$ cat src/motor_deadband_sweep_sequencer_unit_assert.svh
`ifndef MOTOR_DEADBAND_SWEEP_SEQUENCER_UNIT_ASSERT_SVH
`define MOTOR_DEADBAND_SWEEP_SEQUENCER_UNIT_ASSERT_SVH

// same-cycle implication, checked outside reset
`define MDSS_ASSERT_NOW(label, ante, cons) \
    label: assert property (@(posedge clk) disable iff (!rst_n) (ante) |-> (cons)) \
        else $error("mdss same-cycle check failed");

// next-cycle implication, checked outside reset
`define MDSS_ASSERT_NEXT(label, ante, cons) \
    label: assert property (@(posedge clk) disable iff (!rst_n) (ante) |=> (cons)) \
        else $error("mdss next-cycle check failed");

`endif

$ cat src/mdss_pkg.sv
package mdss_pkg;

    localparam int TABLE_STEPS_DEFAULT = 7;
    localparam int COUNT_BITS_DEFAULT  = 32;

    localparam int CFG_INDEX_BITS = 2;
    localparam int CFG_DATA_BITS  = 16;

    localparam logic [CFG_INDEX_BITS-1:0] REG_DEBOUNCE_TICKS = 2'd0;
    localparam logic [CFG_INDEX_BITS-1:0] REG_STEP_TICKS     = 2'd1;
    localparam logic [CFG_INDEX_BITS-1:0] REG_STEP_COUNT     = 2'd2;

    localparam logic [3:0]  DEBOUNCE_TICKS_RESET = 4'd6;
    localparam logic [15:0] STEP_TICKS_RESET     = 16'd100;
    localparam logic [2:0]  STEP_COUNT_RESET     = 3'd7;

    localparam logic [15:0] TICK_SATURATE = 16'hFFFF;

    typedef logic [6:0] duty_t;

    function automatic duty_t duty_lookup(input logic [2:0] idx);
        duty_t d;
        case (idx)
            3'd0:    d = 7'd20;
            3'd1:    d = 7'd30;
            3'd2:    d = 7'd40;
            3'd3:    d = 7'd50;
            3'd4:    d = 7'd60;
            3'd5:    d = 7'd80;
            default: d = 7'd100;
        endcase
        return d;
    endfunction

endpackage

$ cat src/motor_deadband_sweep_sequencer_unit.sv
// An accepted input transaction is held in the input registers; its result is registered when that stage advances.
// Throughput: one transaction per cycle while the output side does not stall.
// The per-tick state update is combinational between the input and result registers.
// Reset (rst_n low, asynchronous): sweep idle, debouncer released, registers at defaults.
`include "motor_deadband_sweep_sequencer_unit_assert.svh"

module motor_deadband_sweep_sequencer_unit
    import mdss_pkg::*;
#(
    parameter int TABLE_STEPS = TABLE_STEPS_DEFAULT,
    parameter int COUNT_BITS  = COUNT_BITS_DEFAULT
)
(
    input  logic                          clk,
    input  logic                          rst_n,

    input  logic                          cfg_write,
    input  logic [CFG_INDEX_BITS-1:0]     cfg_index,
    input  logic [CFG_DATA_BITS-1:0]      cfg_data,

    input  logic                          in_valid,
    output logic                          in_stall,
    input  logic                          button_level,
    input  logic signed [COUNT_BITS-1:0]  left_pos,
    input  logic signed [COUNT_BITS-1:0]  right_pos,

    output logic                          out_valid,
    input  logic                          out_stall,
    output logic                          running,
    output logic                          finished,
    output logic [2:0]                    stage_index,
    output logic [6:0]                    duty_permille,
    output logic                          record_valid,
    output logic [2:0]                    record_stage,
    output logic signed [COUNT_BITS-1:0]  left_delta,
    output logic signed [COUNT_BITS-1:0]  right_delta
);

    localparam logic [3:0] TableLimit = 4'(TABLE_STEPS);

    logic [3:0]  debounce_ticks_reg;
    logic [15:0] step_ticks_reg;
    logic [2:0]  step_count_reg;

    logic                   s0_valid_reg;
    logic                   level_reg;
    logic [COUNT_BITS-1:0]  lc_reg;
    logic [COUNT_BITS-1:0]  rc_reg;

    logic                   stable_reg, stable_next;
    logic                   cand_reg, cand_next;
    logic [3:0]             dcount_reg, dcount_next;
    logic [15:0]            tick_reg, tick_next;
    logic [2:0]             stage_reg, stage_next;
    logic                   active_reg, active_next;
    logic                   done_reg, done_next;
    logic [COUNT_BITS-1:0]  lstart_reg, lstart_next;
    logic [COUNT_BITS-1:0]  rstart_reg, rstart_next;

    logic                   out_valid_reg;
    logic                   running_reg;
    logic                   finished_reg;
    logic [2:0]             stage_out_reg;
    logic [6:0]             duty_reg, duty_next;
    logic                   rec_reg, rec_next;
    logic [2:0]             rec_stage_reg, rec_stage_next;
    logic [COUNT_BITS-1:0]  ldelta_reg, ldelta_next;
    logic [COUNT_BITS-1:0]  rdelta_reg, rdelta_next;

    logic        advance;
    logic        in_accept;
    logic        release_evt;
    logic [15:0] tick_inc;
    logic [2:0]  stage_inc;
    logic [3:0]  stage_limit;

    assign advance   = s0_valid_reg && (!out_valid_reg || !out_stall);
    assign in_stall  = s0_valid_reg && !advance;
    assign in_accept = in_valid && !in_stall;

    always_ff @(posedge clk or negedge rst_n)
    begin
        if (!rst_n)
        begin
            debounce_ticks_reg <= DEBOUNCE_TICKS_RESET;
            step_ticks_reg     <= STEP_TICKS_RESET;
            step_count_reg     <= STEP_COUNT_RESET;
        end
        else if (cfg_write)
        begin
            unique case (cfg_index)
                REG_DEBOUNCE_TICKS: debounce_ticks_reg <= cfg_data[3:0];
                REG_STEP_TICKS:     step_ticks_reg     <= cfg_data[15:0];
                REG_STEP_COUNT:     step_count_reg     <= cfg_data[2:0];
                default:            ;
            endcase
        end
    end

    always_ff @(posedge clk or negedge rst_n)
    begin
        if (!rst_n)
        begin
            s0_valid_reg <= 1'b0;
        end
        else if (in_accept)
        begin
            s0_valid_reg <= 1'b1;
        end
        else if (advance)
        begin
            s0_valid_reg <= 1'b0;
        end
    end

    always_ff @(posedge clk)
    begin
        if (in_accept)
        begin
            level_reg <= button_level;
            lc_reg    <= left_pos;
            rc_reg    <= right_pos;
        end
    end

    always_comb
    begin
        stable_next  = stable_reg;
        cand_next    = cand_reg;
        dcount_next  = dcount_reg;
        release_evt  = 1'b0;
        if (level_reg != cand_reg)
        begin
            cand_next   = level_reg;
            dcount_next = 4'd1;
        end
        else if (dcount_reg < debounce_ticks_reg)
        begin
            dcount_next = dcount_reg + 4'd1;
        end
        else if (stable_reg != cand_reg)
        begin
            stable_next = cand_reg;
            release_evt = stable_reg && !cand_reg;
        end
    end

    assign tick_inc    = (tick_reg == TICK_SATURATE) ? tick_reg : tick_reg + 16'd1;
    assign stage_inc   = stage_reg + 3'd1;
    assign stage_limit = ({1'b0, step_count_reg} > TableLimit) ? TableLimit
                                                               : {1'b0, step_count_reg};

    always_comb
    begin
        tick_next      = tick_reg;
        stage_next     = stage_reg;
        active_next    = active_reg;
        done_next      = done_reg;
        lstart_next    = lstart_reg;
        rstart_next    = rstart_reg;
        rec_next       = 1'b0;
        rec_stage_next = 3'd0;
        ldelta_next    = '0;
        rdelta_next    = '0;
        if (active_reg)
        begin
            if (release_evt)
            begin
                active_next = 1'b0;
                done_next   = 1'b1;
            end
            else
            begin
                tick_next = tick_inc;
                if (tick_inc >= step_ticks_reg)
                begin
                    rec_next       = 1'b1;
                    rec_stage_next = stage_reg;
                    ldelta_next    = lc_reg - lstart_reg;
                    rdelta_next    = rc_reg - rstart_reg;
                    stage_next     = stage_inc;
                    if ({1'b0, stage_inc} >= stage_limit)
                    begin
                        active_next = 1'b0;
                        done_next   = 1'b1;
                    end
                    else
                    begin
                        lstart_next = lc_reg;
                        rstart_next = rc_reg;
                        tick_next   = 16'd0;
                    end
                end
            end
        end
        else if (release_evt)
        begin
            stage_next  = 3'd0;
            done_next   = 1'b0;
            active_next = 1'b1;
            lstart_next = lc_reg;
            rstart_next = rc_reg;
            tick_next   = 16'd0;
        end
        duty_next = active_next ? duty_lookup(stage_next) : 7'd0;
    end

    always_ff @(posedge clk or negedge rst_n)
    begin
        if (!rst_n)
        begin
            stable_reg <= 1'b0;
            cand_reg   <= 1'b0;
            dcount_reg <= 4'd0;
            tick_reg   <= 16'd0;
            stage_reg  <= 3'd0;
            active_reg <= 1'b0;
            done_reg   <= 1'b0;
            lstart_reg <= '0;
            rstart_reg <= '0;
        end
        else if (advance)
        begin
            stable_reg <= stable_next;
            cand_reg   <= cand_next;
            dcount_reg <= dcount_next;
            tick_reg   <= tick_next;
            stage_reg  <= stage_next;
            active_reg <= active_next;
            done_reg   <= done_next;
            lstart_reg <= lstart_next;
            rstart_reg <= rstart_next;
        end
    end

    always_ff @(posedge clk or negedge rst_n)
    begin
        if (!rst_n)
        begin
            out_valid_reg <= 1'b0;
        end
        else if (advance)
        begin
            out_valid_reg <= 1'b1;
        end
        else if (!out_stall)
        begin
            out_valid_reg <= 1'b0;
        end
    end

    always_ff @(posedge clk)
    begin
        if (advance)
        begin
            running_reg   <= active_next;
            finished_reg  <= done_next;
            stage_out_reg <= stage_next;
            duty_reg      <= duty_next;
            rec_reg       <= rec_next;
            rec_stage_reg <= rec_stage_next;
            ldelta_reg    <= ldelta_next;
            rdelta_reg    <= rdelta_next;
        end
    end

    assign out_valid     = out_valid_reg;
    assign running       = running_reg;
    assign finished      = finished_reg;
    assign stage_index   = stage_out_reg;
    assign duty_permille = duty_reg;
    assign record_valid  = rec_reg;
    assign record_stage  = rec_stage_reg;
    assign left_delta    = ldelta_reg;
    assign right_delta   = rdelta_reg;

    `MDSS_ASSERT_NOW(a_run_done_exclusive, active_reg, !done_reg)
    `MDSS_ASSERT_NOW(a_duty_tracks_run, out_valid_reg, running_reg == (duty_reg != 7'd0))
    `MDSS_ASSERT_NOW(a_last_record_finishes, out_valid_reg && rec_reg && !running_reg, finished_reg)
    `MDSS_ASSERT_NOW(a_idle_deltas_zero, out_valid_reg && !rec_reg,
                     ldelta_reg == '0 && rdelta_reg == '0 && rec_stage_reg == 3'd0)
    `MDSS_ASSERT_NEXT(a_advance_presents, advance, out_valid_reg)

endmodule
$ cat config.mk
export PLATFORM = sky130hd
export DESIGN_NAME = motor_deadband_sweep_sequencer_unit
export DESIGN_NICKNAME = d
export VERILOG_FILES = /design/src/mdss_pkg.sv /design/src/motor_deadband_sweep_sequencer_unit.sv
export VERILOG_INCLUDE_DIRS = /design/src /design/src/src
export SDC_FILE = /design/constraint.sdc
export NUM_CORES = 1
export LEC_CHECK = 0
export ABC_AREA = 0
export BUFFER_PORTS_ARGS = -buffer_cell sky130_fd_sc_hd__buf_4
export CORE_MARGIN = 1
export CORE_UTILIZATION = 40
export DETAILED_ROUTE_END_ITERATION = 8
export PLACE_DENSITY_LB_ADDON = 0.2
export SYNTH_ARGS = -nofsm -noshare
export SYNTH_HDL_FRONTEND = slang
export SYNTH_SLANG_ARGS = --single-unit
$ cat constraint.sdc
create_clock -name clk -period 6.65 [get_ports clk]
set_clock_uncertainty 0.2 [all_clocks]
set_input_delay 1.33 -clock clk [delete_from_list [all_inputs] [get_ports clk]]
set_output_delay 1.33 -clock clk [all_outputs]
set_load 0.02 [all_outputs]
# ---- After elaboration in Yosys (flattened, before gate mapping)
# Cells that the tools add are included.
dict set report word_totals {
  regBits 261
  in_bits 88
  word_cells 117
}
dict set report classes {
  n_addsub 5
  n_lt_le_gt_ge 3
  eq_ne 13
  n_mux 41
  bitwise_logic 4
  n_reduce_logical 26
}
# op count
set ops {}
lappend ops {{2-to-1 mux 32 bit} 10}
lappend ops {{2-to-1 mux 16 bit} 6}
lappend ops {{subtractor 32 bit} 2}
lappend ops {{case mux 7 bit (6 select lines)} 1}
lappend ops {{2-to-1 mux 1 bit} 18}
lappend ops {{adder 16 x 1 -> 16 bit (second input constant)} 1}
lappend ops {{== test 16 bit (second input constant)} 1}
lappend ops {{>= comparator 16 bit} 1}
lappend ops {{2-to-1 mux 3 bit} 4}
lappend ops {{AND reduction 2 bit} 5}
lappend ops {{2-to-1 mux 4 bit} 2}
lappend ops {{nonzero test 2 bit} 4}
lappend ops {{== test 3 x 2 -> 1 bit (second input constant)} 2}
lappend ops {{== test 3 bit (second input constant)} 2}
lappend ops {{zero test 1 bit} 5}
lappend ops {{AND reduction 5 bit} 1}
lappend ops {{adder 4 x 1 -> 4 bit (second input constant)} 1}
lappend ops {{logical AND 1 bit} 4}
lappend ops {{less-than comparator 4 bit} 1}
lappend ops {{!= test 2 bit (second input constant)} 2}
lappend ops {{NOT 1 bit} 4}
lappend ops {{AND reduction 4 bit} 1}
lappend ops {{adder 3 x 1 -> 3 bit (second input constant)} 1}
lappend ops {{== test 3 x 1 -> 1 bit (second input constant)} 1}
lappend ops {{other kinds (11)} 12}

# ---- Logic depth before layout (Yosys ltp)
# Gate-level depths: netlist (run 1).
dict set report depth {
  depth_word 9
  depth_mapped 20
  mapped_depth_nobuf 18
}

# ---- Least setup slack after synthesis (run 1)
# Ideal clock, no wire load.
dict set report synth_timing {
  path_kind {input to register}
  start {input out_stall}
  end {register tick_reg[7]}
  setup_ns 0.083
  arrival_ns 4.070
  path_slack_ns 2.298
  stages 9
  path_buffers 2
  cell_sequence {nand2_1 nand2_1 inv_1 nand2b_1 clkbuf_1 nor2_1 buf_4 nand2_1 o21ai_0}
}
dict set report synth_via {
  elab_chain_cells 4
}
# item line_no
set synth_rtl {}
lappend synth_rtl {{start: declaration} motor_deadband_sweep_sequencer_unit.sv:28} ;# input logic out_stall,
lappend synth_rtl {{zero test 1 bit} --}
lappend synth_rtl {{logical OR 1 bit} motor_deadband_sweep_sequencer_unit.sv:77} ;# assign advance = s0_valid_reg && (!out_valid_reg || !out_stall);
lappend synth_rtl {{logical AND 1 bit} motor_deadband_sweep_sequencer_unit.sv:77}
lappend synth_rtl {{net advance} motor_deadband_sweep_sequencer_unit.sv:70} ;# logic advance;
lappend synth_rtl {{AND reduction 3 bit (no line)} --}
lappend synth_rtl {{end signal: assignment} motor_deadband_sweep_sequencer_unit.sv:227} ;# tick_reg <= tick_next;
lappend synth_rtl {{end: declaration} motor_deadband_sweep_sequencer_unit.sv:53} ;# logic [15:0] tick_reg, tick_next;
# The timed path passes the listed nets, and every way through them passes these cells.
# A chain may end at the register's enable or synchronous reset.

# ---- Final worst setup path (run 1)
dict set report layout_timing {
  start {register tick_reg[3]}
  end {register lstart_reg[16]}
}
dict set report layout_via {
  elab_chain_cells 5
}
# item line_no
set layout_rtl {}
lappend layout_rtl {{adder 16 x 1 -> 16 bit or == test 16 bit (tied branches)} motor_deadband_sweep_sequencer_unit.sv:148} ;# assign tick_inc = (tick_reg == TICK_SATURATE) ? tick_reg : tick_reg + 16'd1;
lappend layout_rtl {{2-to-1 mux 16 bit (*)} motor_deadband_sweep_sequencer_unit.sv:148}
lappend layout_rtl {{>= comparator 16 bit (*)} motor_deadband_sweep_sequencer_unit.sv:175} ;# if (tick_inc >= step_ticks_reg)
lappend layout_rtl {{nonzero test 2 bit (no line) (*)} --}
lappend layout_rtl {{AND reduction 5 bit (no line) (*)} --}
lappend layout_rtl {{end signal: assignment} motor_deadband_sweep_sequencer_unit.sv:231} ;# lstart_reg <= lstart_next;
lappend layout_rtl {{end: declaration} motor_deadband_sweep_sequencer_unit.sv:57} ;# logic [COUNT_BITS-1:0] lstart_reg, lstart_next;
# Every way passes the cells marked *; elsewhere a longest branch is shown, timed or not.

==> impl_metrics.tcl, run 1 <==
set metrics [dict create \
    io_buffers 168 \
    pin_count 170 \
    grt_pass1_wl_um 46900 \
    finalSetupTns_ns 0 \
    cts_sinks 260 \
    cts_made_buffers 30 \
    min_period_ns 5.26 \
    synth_cell_types 82 \
    setup_violations 0 \
    fin_util_pct 49.0 \
    async_reset_ff_share_pct 44.6 \
    comb_power_share_pct 34.7 \
    worst_hold_path_type "reg -> reg" \
    clk_pin_slew_ns 0.06 \
    core_um2 33600 \
    seq_power_share_pct 36.3 \
    max_cap_violations 0 \
    period_share_pct 79.0 \
    die-width_um 187 \
    clk-insertion-delay-late_ns 0.56 \
    hold_buffers 0 \
    route.detailed.drc 0 \
    synth_edf_count 144 \
    htree_levels 1 \
    start_kind "flop" \
    required_ns 6.89 \
    totalWireLength_um 29100 \
    slew_viol_final 0 \
    drt-wirelength-per-cell_um 15.7 \
    diodes 0 \
    status "complete, no violations" \
    area_delta_synth_final_pct 20.2 \
    syn_inst 1199 \
    slew_headroom_pct 22.6 \
    final_common_cell "buf_4" \
    ctsResizeCount 0 \
    peakVddDrop_mv 0.218 \
    fp.dieH_um 187 \
    row_count 67 \
    cp_max_fo 40 \
    via_count 9400 \
    power_density_nw_per_um2 360 \
    layout-drive-gt1-share_pct 24.4 \
    min_from "lstart_reg[0]" \
    r2r_start "tick_reg[3]" \
    p_sw_share_pct 32.5 \
    antenna_found_initial 0 \
    dp_hpwl_um 20400 \
    post_cts_buffers 0 \
    end_kind "flop" \
    finalHoldViolations 0 \
    cts_buffer_depth 3 \
    criticalPathCategory "reg -> reg" \
    layout.nets 1555 \
    syn_area_um2 13700 \
    firstDrtPassIters 7 \
    crit_arrival_ns 5.49 \
    layout_common_cells "buf_4 (171), edfxtp_1 (144), dfrtp_1 (108), inv_1 (105), nor2_1 (97)" \
    p_switching_mw 1.93 \
    fmax_mhz 190 \
    synth_nets 1378 \
    start_util_pct 40.8 \
    critPathLaunch "tick_reg[3]" \
    clockPowerShare_pct 29.1 \
    first_iter_violations 454 \
    grt_usage_pct 16.6 \
    tritoncts "built" \
    gr-total-overflow 0 \
    fp.dieArea_um2 35000 \
    postSynthAreaPerCell_um2 11.4 \
    internal_power_mw 4.01 \
    n_fill_cell 3078 \
    clockRootBuffer "clkbuf_16" \
    yosysWarnings 0 \
    grt_pass1_vias 9178 \
    tightest_slew_ns 1.16 \
    p_leak_nw 7.12 \
    ys_seq_area_share_pct 52.8 \
    ys_ff_latch 260 \
    final_antenna_net_count 0 \
    synthFlopType "edfxtp_1" \
    vias_per_cell 5.09 \
    rsz0062_at_grt "no" \
    gp_congestion 0.857 \
    grt_max_degree 86 \
]
==> cell families after synthesis <==
group	count (synthesis)	synth area share, %
simple gates	322	11.2
flops	260	52.8
compound gates	241	12.3
buf+inv	135	4.09
fa+ha+maj	91	8.42
mux	89	7.31
xor+xnor	60	3.83
other cells	1	0.0274
==> per-layer routing <==
metal | track usage (%) | wire, µm | up-vias
met5 | 0 | 0 | -
li1 | - | - | 4658
met4 | 5.08 | 779 | 0
met2 | 27.6 | 13600 | 195
met1 | 22.1 | 13500 | 4500
met3 | 2.74 | 1120 | 47
==> synth_stat cells, types with 6 or more instances <==
| cell type | count | area, µm² |
|---|---|---|
| edfxtp_1 | 144 | 4320 |
| dfrtp_1 | 108 | 2700 |
| inv_1 | 106 | 398 |
| nor2_1 | 97 | 364 |
| nand2_1 | 90 | 338 |
| ha_1 | 89 | 1110 |
| mux2_2 | 84 | 946 |
| o21ai_0 | 63 | 315 |
| a21oi_1 | 61 | 305 |
| xnor2_1 | 35 | 307 |
| nor3_1 | 25 | 125 |
| xor2_1 | 25 | 219 |
| nand3_1 | 24 | 120 |
| a21o_1 | 17 | 128 |
| o21a_1 | 17 | 128 |
| and3_1 | 16 | 100 |
| clkbuf_1 | 16 | 60.1 |
| nand2b_1 | 12 | 75.1 |
| nor2b_1 | 12 | 75.1 |
| nand4_1 | 10 | 62.6 |
| a22o_1 | 8 | 70.1 |
| dfstp_2 | 8 | 210 |
| or3_1 | 8 | 50.1 |
| o31ai_1 | 7 | 52.6 |
| a211oi_1 | 6 | 45.0 |
| a31oi_1 | 6 | 37.5 |
| and2_1 | 6 | 37.5 |
| buf_4 | 6 | 45.0 |
==> stage by stage <==
step | hold slack [ns] | power [mW] | worst slack [ns] | std cells | area, µm²
4_1_cts | 0.289 | 6.01 | 1.37 | 1848 | 16500
6_report | 0.285 | 5.94 | 1.39 | 1848 | 16500
3_3_place_gp | 0.266 | 4.21 | 1.49 | 1792 | 15400
5_1_grt | 0.315 | 6.34 | 1.11 | 1848 | 16500
3_5_place_dp | 0.276 | 4.25 | 1.40 | 1792 | 15400
2_1_floorplan | 0.246 | 3.76 | 2.30 | 1199 | 13700
==> worst paths after layout <==
kind | endpoint | slack (ns) | depth (start not counted)
setup / recovery | lstart_reg[16] | 1.39 | 17
hold / removal | lstart_reg[0] | 0.28 | 2
setup reg to reg | lstart_reg[16] | 1.39 | 17
hold reg to reg | lstart_reg[0] | 0.28 | 2
max in group asynchronous | rstart_reg[28] | 4.31 | 2
min in group asynchronous | out_valid | 0.68 | 1
==> power groups by stage <==
stage	Combinational [mW]	Clock (mW)	Sequential (mW)
2_1_floorplan	1.57	0	2.19
3_3_place_gp	2.03	0	2.18
3_5_place_dp	2.06	0	2.18
4_1_cts	2.07	1.79	2.16
5_1_grt	2.32	1.84	2.19
6_report	2.06	1.73	2.15
==> worst max-delay path, cell delays in order, from the launching register on <==
cell and delay, ns:
dfrtp_1 0.42, and3_1 0.20, and3_1 0.30, nand4_2 0.27
and2_1 0.30, and3_1 0.24, and3_1 0.23, xor2_1 0.15
ha_1 0.31, a21oi_1 0.17, o21a_1 0.16, o31ai_2 0.10
a221oi_4 0.51, nand2b_1 0.21, nand2_1 0.07, nand2_2 0.57
buf_12 0.32, mux2_2 0.37
==> layout make-up <==
type | instances | area, µm² | area share [%]
flip-flops and latches | 260 | 7240 | 43.9
multi-input cells | 804 | 5910 | 35.9
repair buffers | 172 | 1300 | 7.91
clock buffers | 41 | 853 | 5.18
well taps | 448 | 561 | 3.40
inverters | 108 | 407 | 2.47
clock inverters | 15 | 201 | 1.22
Note: power is estimated with default switching activity, not from simulation.
==> run 2, diff against run 1 <==
- clock period: 6.65 -> 4.6 ns (I/O delays scaled with it)
==> run 2 against run 1 <==
- power grew 43%
- fmax grew 19%
- first-iteration DRC count shrank 11%
- critical endpoint is now lstart_reg[17]
==> impl_metrics.tcl, run 2 (synthesis gave the netlist of run 1 again) <==
set metrics [dict create \
    slew_headroom_pct 32.0 \
    io_buffers 168 \
    via_count 9383 \
    layout.nets 1563 \
    clockRootBuffer "clkbuf_16" \
    core_um2 33600 \
    drt-wirelength-per-cell_um 16.1 \
    fmax_mhz 226 \
    die-width_um 187 \
    finalHoldViolations 0 \
    crit_arrival_ns 4.65 \
    slew_viol_final 0 \
    fp.dieH_um 187 \
    criticalPathCategory "reg -> reg" \
    n_fill_cell 3065 \
    totalWireLength_um 29800 \
    fin_ws_ns 0.169 \
    required_ns 4.82 \
    fp.dieArea_um2 35000 \
    tritoncts "built" \
    firstDrtPassIters 4 \
    pin_count 170 \
    dp_slack_ns 0.0951 \
    gr-total-overflow 0 \
    worst_hold_path_type "in -> async" \
    route.detailed.drc 0 \
    seqCellArea_um2 7240 \
    diodes 0 \
    row_count 67 \
    max_cap_violations 0 \
    dp_hpwl_um 20400 \
    cts_sinks 260 \
    seq_power_share_pct 36.6 \
    grt_max_degree 86 \
    p_sw_share_pct 33.1 \
    grt_pass1_vias 9322 \
    end_kind "flop" \
    min_period_ns 4.43 \
    rsz0062_at_grt "yes" \
    clk_pin_slew_ns 0.06 \
    cp_max_fo 18 \
    cts_buffer_depth 3 \
    htree_levels 1 \
    internal_power_mw 5.69 \
    status "complete, no violations" \
    layout_common_cells "buf_4 (173), edfxtp_1 (144), dfrtp_1 (108), inv_1 (105), nor2_1 (97)" \
    first_iter_violations 406 \
    p_leak_nw 7.19 \
    antenna_found_initial 0 \
    final_common_cell "buf_4" \
    vias_per_cell 5.06 \
    grt_pass1_wl_um 47000 \
    peakVddDrop_mv 0.266 \
    tightest_slew_ns 1.02 \
    setup_violations 0 \
    power_density_nw_per_um2 512 \
    holdWs_ns 0.210 \
    gp_congestion 0.873 \
    start_kind "flop" \
    start_util_pct 40.8 \
    multi_input_area_um2 5970 \
    layout-drive-gt1-share_pct 25.1 \
    hold_buffers 0 \
    final_antenna_net_count 0 \
    clockPowerShare_pct 27.6 \
    period_share_pct 96.3 \
    grt_usage_pct 16.4 \
    p_switching_mw 2.81 \
    area_delta_synth_final_pct 21.0 \
    clk-insertion-delay-late_ns 0.54 \
    cts_made_buffers 29 \
    comb_power_share_pct 35.8 \
]
==> run 2: what timing repair did <==
action | 4_1_cts | 5_1_grt
endpoints found under the setup margin | 0 | 74
buffers inserted | 0 | 0
gates resized for setup | 0 | 11
==> run 2: critical path, stage by stage, from the launching register on <==
cell and delay (ns):
dfrtp_1 0.43, and3_1 0.21, and3_2 0.26, nand4_2 0.11, and2_2 0.25, and3_4 0.20, and3_1 0.21, xor2_1 0.15
ha_1 0.31, a21oi_1 0.15, o21a_1 0.19, o31ai_4 0.12, a221oi_4 0.46, nand2b_4 0.22, nand2_1 0.08, nand2_4 0.17
clkbuf_16 0.23, mux2_2 0.34
==> run 2: layout make-up <==
class	instances	area share, %
Clock buffer	40	4.87
Clock inverter	12	0.943
Inverter	108	2.45
Multi-Input combinational cell	805	36.0
Sequential cell	260	43.6
Tap cell	448	3.38
Timing Repair Buffer	180	8.74
==> run 2: per-stage QoR <==
| step | cell area [µm²] | TNS, ns | total power, mW | instances | util (%) |
|---|---|---|---|---|---|
| after detailed placement | 15500 | 0 | 6.16 | 1798 | 46.1 |
| after CTS | 16500 | 0 | 8.56 | 1850 | 49.0 |
| after floorplan | 13700 | 0 | 5.43 | 1199 | - |
| after global routing | 16600 | -0.0292 | 9.06 | 1853 | 49.3 |
| final | 16600 | 0 | 8.50 | 1853 | 49.3 |
| after global placement | 15500 | 0 | 6.10 | 1798 | 46.1 |
==> run 2: worst paths after layout <==
path,startpoint,endpoint,slack [ns],cells after the start
worst min register to register,done_reg,done_reg,0.29,2
worst min-delay path,rst_n,rstart_reg[12],0.21,1
max in group asynchronous,rst_n,step_count_reg[0],3.13,2
worst max-delay path,tick_reg[3],lstart_reg[17],0.17,17
worst max register to register,tick_reg[3],lstart_reg[17],0.17,17
min in group clk,done_reg,done_reg,0.29,2
==> run 2: layer usage <==
layer / vias up / track usage [%] / part of all wire [%]
met1: 4492 / 21.8 / 46
met2: 181 / 28.3 / 48
li1: 4670 / - / -
met3: 40 / 2.59 / 4.3
met5: - / 0 / 0
met4: 0 / 3.56 / 1.6
==> run 2: power groups by stage <==
stage	Sequential (mW)	Combinational [mW]	Clock (mW)
5_1_grt	3.16	3.40	2.50
4_1_cts	3.11	3.03	2.42
6_report	3.11	3.04	2.34
3_3_place_gp	3.14	2.96	0
3_5_place_dp	3.15	3.01	0
2_1_floorplan	3.16	2.27	0
